--- src/mlci_pkg.sv ---
// ----------------------------------------------------------------------------
// mlci_pkg
// Transaction types and octant codes for the midpoint line color rasterizer.
// ----------------------------------------------------------------------------
package mlci_pkg;

    typedef struct packed {
        logic [5:0] start_x;
        logic [5:0] start_y;
        logic [5:0] end_x;
        logic [5:0] end_y;
        logic [7:0] start_red;
        logic [7:0] start_green;
        logic [7:0] start_blue;
        logic [7:0] end_red;
        logic [7:0] end_green;
        logic [7:0] end_blue;
    } t_line_cmd;

    typedef struct packed {
        logic [5:0] pixel_x;
        logic [5:0] pixel_y;
        logic [7:0] pixel_red;
        logic [7:0] pixel_green;
        logic [7:0] pixel_blue;
        logic       last_pixel;
    } t_pixel;

    localparam logic [2:0] MODE_VERT     = 3'd0;
    localparam logic [2:0] MODE_STEEP_UP = 3'd1;
    localparam logic [2:0] MODE_SHAL_UP  = 3'd2;
    localparam logic [2:0] MODE_SHAL_DN  = 3'd3;
    localparam logic [2:0] MODE_STEEP_DN = 3'd4;

    localparam int NUM_CHAN = 3;

endpackage

--- src/mlci_div.sv ---
// ----------------------------------------------------------------------------
// mlci_div
// Restoring serial divider, one quotient bit per cycle.
// ----------------------------------------------------------------------------
module mlci_div
    import mlci_pkg::*;
#(
    parameter int COORD_BITS   = 6,
    parameter int CHANNEL_BITS = 8
) (
    input  logic                    i_clk,
    input  logic                    i_rst_n,
    input  logic                    i_start,
    input  logic [CHANNEL_BITS-1:0] i_dividend,
    input  logic [COORD_BITS-1:0]   i_divisor,
    output logic                    o_done,
    output logic [CHANNEL_BITS-1:0] o_quot,
    output logic [COORD_BITS-1:0]   o_rem
);

    localparam int CNT_W = $clog2(CHANNEL_BITS + 1);

    logic                    r_busy;
    logic                    r_done;
    logic [CNT_W-1:0]        r_cnt;
    logic [CHANNEL_BITS-1:0] r_quo;
    logic [COORD_BITS-1:0]   r_rem;
    logic [COORD_BITS-1:0]   r_dvs;
    logic [COORD_BITS:0]     w_sh;
    logic [COORD_BITS:0]     w_diff;
    logic                    w_ge;

    assign w_sh   = {r_rem, r_quo[CHANNEL_BITS-1]};
    assign w_ge   = (w_sh >= {1'b0, r_dvs});
    assign w_diff = w_sh - {1'b0, r_dvs};

    always_ff @(posedge i_clk) begin
        if (!i_rst_n) begin
            r_busy <= 1'b0;
            r_done <= 1'b0;
            r_cnt  <= '0;
        end else begin
            r_done <= 1'b0;
            if (i_start) begin
                r_busy <= 1'b1;
                r_cnt  <= CNT_W'(CHANNEL_BITS);
            end else if (r_busy) begin
                r_cnt <= r_cnt - 1'b1;
                if (r_cnt == CNT_W'(1)) begin
                    r_busy <= 1'b0;
                    r_done <= 1'b1;
                end
            end
        end
    end

    always_ff @(posedge i_clk) begin
        if (i_start) begin
            r_quo <= i_dividend;
            r_rem <= '0;
            r_dvs <= i_divisor;
        end else if (r_busy) begin
            r_quo <= {r_quo[CHANNEL_BITS-2:0], w_ge};
            r_rem <= w_ge ? w_diff[COORD_BITS-1:0] : w_sh[COORD_BITS-1:0];
        end
    end

    assign o_done = r_done;
    assign o_quot = r_quo;
    assign o_rem  = r_rem;

endmodule

--- src/midpoint_line_color_interp.sv ---
// ----------------------------------------------------------------------------
// midpoint_line_color_interp
// Midpoint line rasterizer with per-channel linear color interpolation.
//
// Input channel (i_in_valid / o_in_ready / i_in_data) takes one line command
// per transaction. Output channel (o_out_valid / i_out_ready / o_out_data)
// gives one pixel per transaction, lower-x end first (lower y on a tie), the
// other end excluded; the last pixel of each line carries last_pixel. A
// single-point line gives one pixel with the start color.
// After a command is taken, one shared serial divider splits each color
// difference by the major-axis length, one channel after another. The walk
// then loads one pixel per cycle into the output register while the
// receiver takes them; a single-point line skips the divider.
// o_in_ready rises once the last pixel is in the output register. A stalled
// receiver holds the output register and pauses the walk. Reset empties the
// output register and returns to idle.
// ----------------------------------------------------------------------------
module midpoint_line_color_interp
    import mlci_pkg::*;
#(
    parameter int COORD_BITS   = 6,
    parameter int CHANNEL_BITS = 8
) (
    input  logic      i_clk,
    input  logic      i_rst_n,
    input  logic      i_in_valid,
    output logic      o_in_ready,
    input  t_line_cmd i_in_data,
    output logic      o_out_valid,
    input  logic      i_out_ready,
    output t_pixel    o_out_data
);

    localparam int CB = COORD_BITS;
    localparam int CW = CHANNEL_BITS;
    localparam int DW = COORD_BITS + 3;

    localparam logic [1:0] S_IDLE = 2'd0;
    localparam logic [1:0] S_DIV  = 2'd1;
    localparam logic [1:0] S_RUN  = 2'd2;

    logic [1:0]           r_state;
    logic [1:0]           r_ch;
    logic                 r_div_go;
    logic [2:0]           r_mode;
    logic [CB-1:0]        r_n;
    logic [CB-1:0]        r_left;
    logic [CB-1:0]        r_px;
    logic [CB-1:0]        r_py;
    logic signed [DW-1:0] r_d;
    logic signed [DW-1:0] r_dx;
    logic signed [DW-1:0] r_dy;
    logic [CW-1:0]        r_cs [NUM_CHAN];
    logic [CW-1:0]        r_ce [NUM_CHAN];
    logic [CW-1:0]        r_q  [NUM_CHAN];
    logic [CB-1:0]        r_r  [NUM_CHAN];
    logic [CW-1:0]        r_cq [NUM_CHAN];
    logic [CB-1:0]        r_cr [NUM_CHAN];
    logic                 r_out_valid;
    t_pixel               r_out;

    logic                 w_in_acc;
    logic                 w_load;
    logic                 w_swap;
    logic [CB-1:0]        w_x0, w_y0, w_x1, w_y1;
    logic [CB-1:0]        w_dx;
    logic signed [CB:0]   w_dy;
    logic signed [DW-1:0] w_dxs, w_dys, w_ndy;
    logic [2:0]           n_mode;
    logic [CB-1:0]        n_n;
    logic signed [DW-1:0] n_d;
    logic [CW-1:0]        w_cs [NUM_CHAN];
    logic [CW-1:0]        w_ce [NUM_CHAN];

    logic                 w_div_done;
    logic [CW-1:0]        w_div_q;
    logic [CB-1:0]        w_div_r;
    logic                 w_neg;
    logic [CW-1:0]        w_mag;
    logic [CW-1:0]        w_qs;
    logic [CB-1:0]        w_rs;

    logic                 w_pos;
    logic signed [DW-1:0] w_da;
    logic                 w_xi, w_yi, w_yd;

    assign w_in_acc   = i_in_valid && o_in_ready;
    assign o_in_ready = (r_state == S_IDLE);
    assign w_load     = (r_state == S_RUN) && (!r_out_valid || i_out_ready);

    // ---- setup: order endpoints, pick octant, length and decision start
    always_comb begin
        logic [CB-1:0] ax0, ay0, ax1, ay1;
        ax0 = CB'(i_in_data.start_x);
        ay0 = CB'(i_in_data.start_y);
        ax1 = CB'(i_in_data.end_x);
        ay1 = CB'(i_in_data.end_y);
        w_swap = (ax1 < ax0) || ((ax1 == ax0) && (ay1 < ay0));
        w_x0 = w_swap ? ax1 : ax0;
        w_y0 = w_swap ? ay1 : ay0;
        w_x1 = w_swap ? ax0 : ax1;
        w_y1 = w_swap ? ay0 : ay1;
        w_cs[0] = CW'(w_swap ? i_in_data.end_red   : i_in_data.start_red);
        w_cs[1] = CW'(w_swap ? i_in_data.end_green : i_in_data.start_green);
        w_cs[2] = CW'(w_swap ? i_in_data.end_blue  : i_in_data.start_blue);
        w_ce[0] = CW'(w_swap ? i_in_data.start_red   : i_in_data.end_red);
        w_ce[1] = CW'(w_swap ? i_in_data.start_green : i_in_data.end_green);
        w_ce[2] = CW'(w_swap ? i_in_data.start_blue  : i_in_data.end_blue);
        w_dx  = w_x1 - w_x0;
        w_dy  = $signed({1'b0, w_y1}) - $signed({1'b0, w_y0});
        w_dxs = $signed(DW'(w_dx));
        w_dys = DW'(w_dy);
        w_ndy = -w_dys;
        if (w_dx == '0) begin
            n_mode = MODE_VERT;
            n_n    = w_dy[CB-1:0];
            n_d    = '0;
        end else if (w_dys > w_dxs) begin
            n_mode = MODE_STEEP_UP;
            n_n    = w_dy[CB-1:0];
            n_d    = (w_dxs <<< 1) - w_dys;
        end else if (!w_dys[DW-1]) begin
            n_mode = MODE_SHAL_UP;
            n_n    = w_dx;
            n_d    = w_dxs - (w_dys <<< 1);
        end else if (w_ndy <= w_dxs) begin
            n_mode = MODE_SHAL_DN;
            n_n    = w_dx;
            n_d    = (w_ndy <<< 1) - w_dxs;
        end else begin
            n_mode = MODE_STEEP_DN;
            n_n    = w_ndy[CB-1:0];
            n_d    = -(w_dxs <<< 1) - w_dys;
        end
    end

    // ---- shared divider: |end - start| / n per channel, floored
    assign w_neg = (r_ce[r_ch] < r_cs[r_ch]);
    assign w_mag = w_neg ? (r_cs[r_ch] - r_ce[r_ch]) : (r_ce[r_ch] - r_cs[r_ch]);

    mlci_div #(
        .COORD_BITS   (COORD_BITS),
        .CHANNEL_BITS (CHANNEL_BITS)
    ) u_div (
        .i_clk      (i_clk),
        .i_rst_n    (i_rst_n),
        .i_start    (r_div_go),
        .i_dividend (w_mag),
        .i_divisor  (r_n),
        .o_done     (w_div_done),
        .o_quot     (w_div_q),
        .o_rem      (w_div_r)
    );

    always_comb begin
        if (!w_neg) begin
            w_qs = w_div_q;
            w_rs = w_div_r;
        end else if (w_div_r == '0) begin
            w_qs = -w_div_q;
            w_rs = '0;
        end else begin
            w_qs = ~w_div_q;
            w_rs = r_n - w_div_r;
        end
    end

    // ---- midpoint step
    assign w_pos = !r_d[DW-1] && (r_d != '0);

    always_comb begin
        w_xi = 1'b0;
        w_yi = 1'b0;
        w_yd = 1'b0;
        case (r_mode)
            MODE_VERT: begin
                w_da = '0;
                w_yi = 1'b1;
            end
            MODE_STEEP_UP: begin
                w_da = w_pos ? ((r_dx <<< 1) - (r_dy <<< 1)) : (r_dx <<< 1);
                w_xi = w_pos;
                w_yi = 1'b1;
            end
            MODE_SHAL_UP: begin
                w_da = w_pos ? -(r_dy <<< 1) : ((r_dx <<< 1) - (r_dy <<< 1));
                w_yi = !w_pos;
                w_xi = 1'b1;
            end
            MODE_SHAL_DN: begin
                w_da = w_pos ? (-(r_dy <<< 1) - (r_dx <<< 1)) : -(r_dy <<< 1);
                w_yd = w_pos;
                w_xi = 1'b1;
            end
            default: begin
                w_da = w_pos ? -(r_dx <<< 1) : (-(r_dx <<< 1) - (r_dy <<< 1));
                w_xi = !w_pos;
                w_yd = 1'b1;
            end
        endcase
    end

    // ---- sequencer
    always_ff @(posedge i_clk) begin
        if (!i_rst_n) begin
            r_state     <= S_IDLE;
            r_ch        <= '0;
            r_div_go    <= 1'b0;
            r_out_valid <= 1'b0;
        end else begin
            r_div_go <= 1'b0;
            if (o_out_valid && i_out_ready) begin
                r_out_valid <= 1'b0;
            end
            case (r_state)
                S_IDLE: begin
                    if (w_in_acc) begin
                        r_ch <= '0;
                        if (n_n == '0) begin
                            r_state <= S_RUN;
                        end else begin
                            r_state  <= S_DIV;
                            r_div_go <= 1'b1;
                        end
                    end
                end
                S_DIV: begin
                    if (w_div_done) begin
                        if (r_ch == 2'(NUM_CHAN - 1)) begin
                            r_state <= S_RUN;
                        end else begin
                            r_ch     <= r_ch + 1'b1;
                            r_div_go <= 1'b1;
                        end
                    end
                end
                S_RUN: begin
                    if (w_load) begin
                        r_out_valid <= 1'b1;
                        if (r_left == '0) begin
                            r_state <= S_IDLE;
                        end
                    end
                end
                default: begin
                    r_state <= S_IDLE;
                end
            endcase
        end
    end

    // ---- datapath
    always_ff @(posedge i_clk) begin
        logic [CB:0] sum;
        if (w_in_acc) begin
            r_mode <= n_mode;
            r_n    <= n_n;
            r_left <= (n_n == '0) ? '0 : n_n - 1'b1;
            r_px   <= w_x0;
            r_py   <= w_y0;
            r_d    <= n_d;
            r_dx   <= w_dxs;
            r_dy   <= w_dys;
            for (int c = 0; c < NUM_CHAN; c++) begin
                r_cs[c] <= w_cs[c];
                r_ce[c] <= w_ce[c];
                r_q[c]  <= w_cs[c];
                r_r[c]  <= '0;
                r_cq[c] <= '0;
                r_cr[c] <= '0;
            end
        end else if ((r_state == S_DIV) && w_div_done) begin
            r_cq[r_ch] <= w_qs;
            r_cr[r_ch] <= w_rs;
        end else if (w_load) begin
            r_out.pixel_x     <= 6'(r_px);
            r_out.pixel_y     <= 6'(r_py);
            r_out.pixel_red   <= 8'(r_q[0]);
            r_out.pixel_green <= 8'(r_q[1]);
            r_out.pixel_blue  <= 8'(r_q[2]);
            r_out.last_pixel  <= (r_left == '0);
            r_left <= r_left - 1'b1;
            r_d    <= r_d + w_da;
            r_px   <= r_px + CB'(w_xi);
            r_py   <= w_yd ? (r_py - 1'b1) : (r_py + CB'(w_yi));
            for (int c = 0; c < NUM_CHAN; c++) begin
                sum = {1'b0, r_r[c]} + {1'b0, r_cr[c]};
                if (sum >= {1'b0, r_n}) begin
                    r_r[c] <= CB'(sum - {1'b0, r_n});
                    r_q[c] <= r_q[c] + r_cq[c] + 1'b1;
                end else begin
                    r_r[c] <= sum[CB-1:0];
                    r_q[c] <= r_q[c] + r_cq[c];
                end
            end
        end
    end

    assign o_out_valid = r_out_valid;
    assign o_out_data  = r_out;

    // ---- checks
    a_div_only_in_div: assert property (@(posedge i_clk) disable iff (!i_rst_n)
        w_div_done |-> (r_state == S_DIV))
        else $error("divider finished outside the divide phase");

    a_ch_range: assert property (@(posedge i_clk) disable iff (!i_rst_n)
        r_ch <= 2'(NUM_CHAN - 1))
        else $error("channel select out of range");

    a_last_to_idle: assert property (@(posedge i_clk) disable iff (!i_rst_n)
        (w_load && (r_left == '0)) |=> (r_state == S_IDLE) && r_out.last_pixel)
        else $error("last pixel did not end the line");

    a_accept_busy: assert property (@(posedge i_clk) disable iff (!i_rst_n)
        w_in_acc |=> !o_in_ready)
        else $error("accepted a command without leaving idle");

    a_no_load_idle: assert property (@(posedge i_clk) disable iff (!i_rst_n)
        (r_state != S_RUN) |-> !w_load)
        else $error("pixel loaded outside the walk");

endmodule

--- config.mk ---
export PLATFORM = sky130hd
export DESIGN_NAME = midpoint_line_color_interp
export DESIGN_NICKNAME = d
export VERILOG_FILES = /design/src/mlci_pkg.sv /design/src/mlci_div.sv /design/src/midpoint_line_color_interp.sv
export SDC_FILE = /design/constraint.sdc
export NUM_CORES = 1
export LEC_CHECK = 0
export ABC_AREA = 1
export BUFFER_PORTS_ARGS = -buffer_cell sky130_fd_sc_hd__buf_2
export CAP_MARGIN = 20
export CORE_ASPECT_RATIO = 2
export CORE_MARGIN = 2
export CORE_UTILIZATION = 45
export CTS_CLUSTER_DIAMETER = 80
export DETAILED_ROUTE_END_ITERATION = 6
export PLACE_DENSITY = 0.72
export SLEW_MARGIN = 20
export SYNTH_ARGS = -nofsm -noshare
export SYNTH_HDL_FRONTEND = slang
export SYNTH_SLANG_ARGS = --single-unit
--- constraint.sdc ---
create_clock -name i_clk -period 7.1 [get_ports i_clk]
set_input_delay 0.71 -clock i_clk [delete_from_list [all_inputs] [get_ports i_clk]]
set_output_delay 0.71 -clock i_clk [all_outputs]
set_load 0.005 [all_outputs]
Word level (Yosys, flattened, before mapping)
Memories as Yosys holds them, arrays and structs flattened. A register that Yosys moved wholly into a read port is not among the register bits.
Index checks and enable logic that the tools add are counted.
- $add $sub $neg: 38
- $lt $le $gt $ge: 9
- equality and inequality tests: 15
- multiplexer cells: 133
- bitwise gates (word level): 18
- reductions and logical operators: 34
- operators with widths (kind ; count):
    two-way mux 6 bit ; 29
    two-way mux 8 bit ; 18
    two-way mux 9 bit ; 11
    two-way mux 1 bit ; 49
    case mux 9 bit (4 select lines) ; 1
    subtractor 6 bit ; 6
    two-way mux 2 bit ; 16
    greater-or-equal comparator 7 x 6 -> 1 bit ; 4
    negator 7 -> 9 bit ; 3
    adder 8 x 1 -> 8 bit, second input constant ; 3
    adder 8 bit ; 3
    logical NOT 6 bit ; 4
    adder 6 x 6 -> 7 bit ; 3
    subtractor 6 x 1 -> 6 bit, second input constant ; 3
    subtractor 9 x 7 -> 9 bit ; 2
    subtractor 9 x 8 -> 9 bit ; 2
    subtractor 8 bit ; 2
    adder 6 x 1 -> 6 bit ; 2
    less-than comparator 6 bit ; 2
    bitwise OR 1 bit ; 12
    adder 9 bit ; 1
    less-or-equal comparator 9 x 7 -> 1 bit ; 1
    negator 8 -> 9 bit ; 1
    nonzero test 9 bit ; 1
    other kinds (39) ; 68
- register bits: 118
- bits in writable memories: 132
- bits of input ports: 76
- output and inout bits: 39
- word-level logic and storage cells: 280
- memories kept: 6
- memories (name ; words ; width ; rd ports ; clocked after memory_dff ; wr ports ; line ; source):
    r_ce ; 3 ; 8 ; 1 ; 1 ; 3 ; midpoint_line_color_interp.sv:54 ; logic [CW-1:0] r_ce [NUM_CHAN];
    r_cq ; 3 ; 8 ; 3 ; 0 ; 3 ; midpoint_line_color_interp.sv:57 ; logic [CW-1:0] r_cq [NUM_CHAN];
    r_cs ; 3 ; 8 ; 1 ; 1 ; 3 ; midpoint_line_color_interp.sv:53 ; logic [CW-1:0] r_cs [NUM_CHAN];
    r_q ; 3 ; 8 ; 3 ; 0 ; 3 ; midpoint_line_color_interp.sv:55 ; logic [CW-1:0] r_q [NUM_CHAN];
    r_cr ; 3 ; 6 ; 3 ; 0 ; 3 ; midpoint_line_color_interp.sv:58 ; logic [CB-1:0] r_cr [NUM_CHAN];
    r_r ; 3 ; 6 ; 3 ; 0 ; 3 ; midpoint_line_color_interp.sv:56 ; logic [CB-1:0] r_r [NUM_CHAN];

Logic depth before layout (Yosys ltp)
- word-level depth: 15
- depth in mapped cells: 39

Cells and area by module
From an unflattened synthesis, not the netlist that was laid out.
- cells, all modules: 2191
- area, all modules: 18562.8 µm²
- modules (own cells, without submodules) (module ; instances ; cells an instance ; area an instance (µm²)):
    midpoint_line_color_interp ; 1 ; 2019 ; 17107.7
    mlci_div ; 1 ; 172 ; 1455.1

Least setup slack after synthesis
Ideal clock, no wire load.
- path kind: input -> register
- start point: input i_in_data[54] in the netlist's numbering
- end point: register r_left[2] (data pin)
- data arrival time: 5.082 ns
- data required time: 6.736 ns
- path slack: 1.654 ns
- stages: 35
- cells stage by stage: inv_1 -> ha_1 -> nand2_1 -> nor3_2 -> nand3_2 -> nand2_4 -> buf_12 -> nand3_2 -> and2_1 -> ha_1 -> inv_1 -> ha_1 -> inv_1 -> nor2_1 -> nand2_1 -> nor2_2 -> nor2_1 -> ha_1 -> a21oi_1 -> o221a_2 -> nor2_1 -> o32ai_1 -> nand2_2 -> nand2_2 -> buf_6 -> nand3_1 -> nand3_1 -> o21ai_2 -> inv_2 -> ha_1 -> nand2_2 -> nor2_4 -> nand2_2 -> nand2_2 -> o22ai_1
- cells in the longest elaborated chain, start to end: 14
- elaborated cells between the ends (all ways): 22
- those cells by class: add/sub: 4; order compare: 3; eq/ne: 1; mux: 10; reduce/logical: 4
- ends and longest elaborated chain (element ; line ; source):
    from (decl) ; midpoint_line_color_interp.sv:28 ; input t_line_cmd i_in_data,
    parallel branches: the longest is 2 deep, another holds less-than comparator 6 bit ; - ;
    logical OR 1 bit * ; midpoint_line_color_interp.sv:98 ; w_swap = (ax1 < ax0) || ((ax1 == ax0) && (ay1 < ay0));
    two-way mux 6 bit, on equally long branches ; midpoint_line_color_interp.sv:102, midpoint_line_color_interp.sv:100 ;
    subtractor 6 x 6 -> 7 bit * ; midpoint_line_color_interp.sv:110 ; w_dy = $signed({1'b0, w_y1}) - $signed({1'b0, w_y0});
    net w_dy[1] ; midpoint_line_color_interp.sv:67 ; logic signed [CB:0] w_dy;
    negator 7 -> 9 bit ; midpoint_line_color_interp.sv:113 ; w_ndy = -w_dys;
    less-or-equal comparator 9 x 7 -> 1 bit ; midpoint_line_color_interp.sv:126 ; end else if (w_ndy <= w_dxs) begin
    two-way mux 6 bit ; midpoint_line_color_interp.sv:126 ;
    two-way mux 6 bit ; midpoint_line_color_interp.sv:122 ; end else if (!w_dys[DW-1]) begin
    two-way mux 6 bit * ; midpoint_line_color_interp.sv:118 ; end else if (w_dys > w_dxs) begin
    two-way mux 6 bit * ; midpoint_line_color_interp.sv:114 ; if (w_dx == '0) begin
    net n_n[0] ; midpoint_line_color_interp.sv:70 ; logic [CB-1:0] n_n;
    subtractor 6 x 1 -> 6 bit or logical NOT 6 bit (tied branches) ; midpoint_line_color_interp.sv:258 ; r_left <= (n_n == '0) ? '0 : n_n - 1'b1;
    two-way mux 6 bit * ; midpoint_line_color_interp.sv:258 ;
    two-way mux 6 bit * ; midpoint_line_color_interp.sv:255 ; if (w_in_acc) begin
    to (signal assigned) ; midpoint_line_color_interp.sv:258 ;
    to (signal assigned) ; midpoint_line_color_interp.sv:282 ; r_left <= r_left - 1'b1;
    to (decl) ; midpoint_line_color_interp.sv:47 ; logic [CB-1:0] r_left;
Mark *: on every way through the listed nets, which the timed path passes.
A chain may end at the register's enable or synchronous reset.

Worst setup path in the final report
Ends and elaborated chain as after synthesis.

==> run summary <==
chip width - 146.9 µm
kind of end point of the critical path - flop
Hold Path Stages - 3
global-route wire length before repair - 84840 µm
area taken by flip-flops and latches - 0.007367 mm²
arrival time of the worst setup path - 6050 ps
Post-CTS Repair Setup Buffers - 0
power per cell area - 386.3 mW/mm²
period utilization - 81.36%
number of vias after detailed routing - 15420
Syn Nets - 2429
grt total ovfl - 0
kind of start point of the critical path - primary input
number of nets with antenna violations after routing - 0
Buf/Inv on CP - 6
CTS Sinks - 252
remaining max-slew budget at the tightest pin - 24.07%
vias per cell - 5.498
dominant combinational cell family by area after synthesis - simple AND/OR/NAND/NOR gates
sum of met2 wire segment lengths after detailed routing - 29810 µm
Seq cells post-synth - 252
total global-route track usage - 26.20%
Critical Path Stages - 35
Worst-Margin Slew - 1127 ps
endpoints failing setup - 0
setup TNS - 0 ps
buffer cell driving the clock tree root - sky130_fd_sc_hd__clkbuf_16
largest clock skew in the final design - 20.47 ps
cts bufs inserted - 25
IO Pins - 115
worst-case vdd ir drop - 182.1 µV
routed length on met1 - 17610 µm
multi-input gate area in the final layout - 0.009518 mm²
Post-Place Worst Slack - 803.0 ps
Post-CTS Hold Fix Bufs - 0
YS warnings - 0
clock-pin slew reported for the worst setup and hold paths after clock tree synthesis - 60 ps
global placer's final weighted congestion - 1.064
number of different library cells in the post-synthesis netlist - 56
minimum period implied by the final worst setup slack - 5776 ps
Buffers on Ports - 114
number of global-route vias before repair - 15840
Die Y - 289.8 µm
leakage dissipation - 9.226 nW
number of max-cap violations - 0
library cell appearing most often on the critical path - sky130_fd_sc_hd__nand2_2
maximum number of pins on one net before global-route repair - 56
final WL - 56490 µm
share of async-settable or async-resettable flops after synthesis - 0%
EDFF count, synth - 232
row count - 104
Final Hold Vio Count - 0
post-detailed-route DRC marker count - 0
total power consumption of the routed design - 7.838 mW
worst skew pair latency - 560 ps
maximum buffer depth of the clock tree - 3
TritonCTS clock tree - built
crit path kind - primary input to flop
cell family with most CP delay - simple AND/OR/NAND/NOR gates
Core ar. - 0.04034 mm²
compound-gate portion of the synthesized area - 13.86%
wire length per cell - 20.15 µm
prevailing post-synth register cell - sky130_fd_sc_hd__edfxtp_1
maximum fanout count along the critical path - 55
largest stage delay on the critical path - 490 ps
maximum clock rate - 173.1 MHz
Seq/Total Area, Yosys - 40.08%
die area - 0.04258 mm²
unrepaired setup endpoints after global routing - no
Worst path slowest cell - sky130_fd_sc_hd__ha_1
final-report max-slew violation count - 0
adder and majority gate portion of the synthesized area - 14.92%
Post-DP HPWL - 45640 µm
Area growth syn-to-layout - 10.38%
fraction of final layout cells sized beyond drive strength 1 - 10.91%
final worst-path setup slack - 1324 ps
cell area after technology mapping - 0.01838 mm²
total number of H-tree levels - 1
Post-layout nets - 2537
initial DRC count - 857
First-pass DRT Iterations - 5
number of resized instances in the post-cts repair step - 0
average cell area after synthesis - 8.561 µm²
Post-Syn Instances - 2147
area fraction in and, or, nand and nor cells after synthesis - 17.56%
initial core utilization - 45.57%
Top Metal Used - met4
class of the most critical hold timing path - primary input to flop
CP Data Required Time - 7370 ps
run status - complete, no violations
DR WL met3 - 2522 µm
# fillers - 3840
xor-xnor portion of the synthesized cell area - 5.384%
portion of netlist area occupied by mux cells - 0.05446%
count of cells along the worst register-to-register path - 22
initial antenna violation count - 1
[report_power, final]
part           internal [mW]  switching, mW  total [mW]
Combinational           1.47           2.82        4.29
Sequential              2.03          0.205        2.23
Clock                  0.721          0.593        1.31
Total                   4.22           3.62        7.84
[cell usage after synthesis (4+ instances only)]
master / n / share of area (%)
sky130_fd_sc_hd__nand2_1: 373 / 7.6
sky130_fd_sc_hd__inv_1: 330 / 6.7
sky130_fd_sc_hd__edfxtp_1: 232 / 38
sky130_fd_sc_hd__ha_1: 184 / 13
sky130_fd_sc_hd__o21ai_0: 179 / 4.9
sky130_fd_sc_hd__nor2_1: 175 / 3.6
sky130_fd_sc_hd__a21oi_1: 124 / 3.4
sky130_fd_sc_hd__nand3_1: 78 / 2.1
sky130_fd_sc_hd__xor2_1: 69 / 3.3
sky130_fd_sc_hd__xnor2_1: 44 / 2.1
sky130_fd_sc_hd__clkbuf_1: 39 / 0.80
sky130_fd_sc_hd__or2_2: 30 / 1.0
sky130_fd_sc_hd__o22ai_1: 25 / 0.85
sky130_fd_sc_hd__fa_1: 22 / 2.4
sky130_fd_sc_hd__o211ai_1: 22 / 0.90
sky130_fd_sc_hd__nor3_1: 21 / 0.57
sky130_fd_sc_hd__dfxtp_1: 20 / 2.2
sky130_fd_sc_hd__nand2_2: 18 / 0.61
sky130_fd_sc_hd__nand4_1: 16 / 0.54
sky130_fd_sc_hd__a211oi_1: 13 / 0.53
sky130_fd_sc_hd__a31oi_1: 12 / 0.41
sky130_fd_sc_hd__o31ai_1: 10 / 0.41
sky130_fd_sc_hd__inv_2: 8 / 0.16
sky130_fd_sc_hd__nor4_1: 8 / 0.27
sky130_fd_sc_hd__and2_1: 7 / 0.24
sky130_fd_sc_hd__nand3_2: 7 / 0.38
sky130_fd_sc_hd__o21ai_2: 7 / 0.33
sky130_fd_sc_hd__o21bai_1: 7 / 0.29
sky130_fd_sc_hd__a21o_1: 6 / 0.25
sky130_fd_sc_hd__a221oi_1: 5 / 0.24
sky130_fd_sc_hd__o21ai_1: 5 / 0.14
sky130_fd_sc_hd__o221ai_1: 5 / 0.24
sky130_fd_sc_hd__o32ai_1: 4 / 0.19
[worst reg2reg max path, cell delays in order, from the launching register on]
cell	delay, ps
sky130_fd_sc_hd__edfxtp_1	440
sky130_fd_sc_hd__nor4_1	700
sky130_fd_sc_hd__nand2_1	120
sky130_fd_sc_hd__nand2_1	640
sky130_fd_sc_hd__nand2_1	180
sky130_fd_sc_hd__nand2_1	260
sky130_fd_sc_hd__a221oi_1	130
sky130_fd_sc_hd__a21oi_1	720
sky130_fd_sc_hd__ha_1	390
sky130_fd_sc_hd__inv_1	100
sky130_fd_sc_hd__nor2_1	60
sky130_fd_sc_hd__nor2_1	80
sky130_fd_sc_hd__nor2_1	50
sky130_fd_sc_hd__nor2_1	190
sky130_fd_sc_hd__nor2_1	110
sky130_fd_sc_hd__nor2_1	100
sky130_fd_sc_hd__nor2_1	60
sky130_fd_sc_hd__o21ai_0	140
sky130_fd_sc_hd__nand2_1	80
sky130_fd_sc_hd__xor2_1	160
sky130_fd_sc_hd__a21oi_1	80
sky130_fd_sc_hd__o21ai_0	140
sky130_fd_sc_hd__o21ai_0	160
[registers in the layout (all words and copies together), names as in the netlist, 7 cells and up, named ones only]
register / flops
o_out_data: 37
r_ce: 24
r_cq: 24
r_cr: 18
r_cs: 24
r_d: 9
r_dy: 7
r_q: 24
r_r: 18
u_div.o_quot: 8
[placed cells by master, fill, tap and decap left out, drive strengths merged, types with 25 or more instances in the layout]
| master | count |
|---|---|
| clkbuf | 29 |
| a21oi | 127 |
| ha | 184 |
| nor2 | 179 |
| o22ai | 25 |
| nand2 | 394 |
| edfxtp | 232 |
| inv | 341 |
| xnor2 | 44 |
| nand3 | 85 |
| o21ai | 191 |
| buf | 129 |
| or2 | 30 |
| xor2 | 69 |
[per-layer routing]
layer | global-route usage (%) | up-vias
li1 | - | 7477
met1 | 22.79 | 7128
met2 | 49.74 | 555
met3 | 3.365 | 256
met4 | 25.21 | 0
met5 | 0 | -
[final cells by class]
class	instances	area share [%]
timing repair buffer	129	3.367
antenna	1	0.01233
tap	530	3.268
multi-input combinational	1507	46.91
clock inverter	16	0.6783
inverter	340	6.296
clock buffer	29	3.157
sequential	252	36.31
[final timing paths]
check / slack (ps) / from / endpoint
worst max-delay path: 1320 / i_in_data[54] / r_left[2]$_DFFE_PP_
worst min-delay path: 430 / i_rst_n / u_div.r_busy$_SDFF_PN0_
worst max register to register: 1740 / r_d[2]$_DFFE_PP_ / r_d[8]$_DFFE_PP_
worst min register to register: 460 / r_q[1][3]$_DFFE_PP_ / o_out_data[12]$_DFFE_PP_
[cells by family after synthesis]
group                      Yosys count
xor gates and xnor gates           113
and+or+nand+nor                    746
AOI/OAI and AO/OA                  441
DFF                                252
adders and majority gates          206
buffers and inverters              388
muxes                                1
[through the flow]
step / hold slack, ps / instance area [µm²] / std cells / utilization, %
floorplan: 426.4 / 18380 / 2147 / -
global placement: 438.7 / 19510 / 2758 / 48.36
detailed placement: 443.4 / 19510 / 2758 / 48.36
CTS: 414.1 / 20290 / 2803 / 50.29
global route: 428.9 / 20290 / 2804 / 50.30
finish: 434.9 / 20290 / 2804 / 50.30
Power figures use the tool's default switching activity.
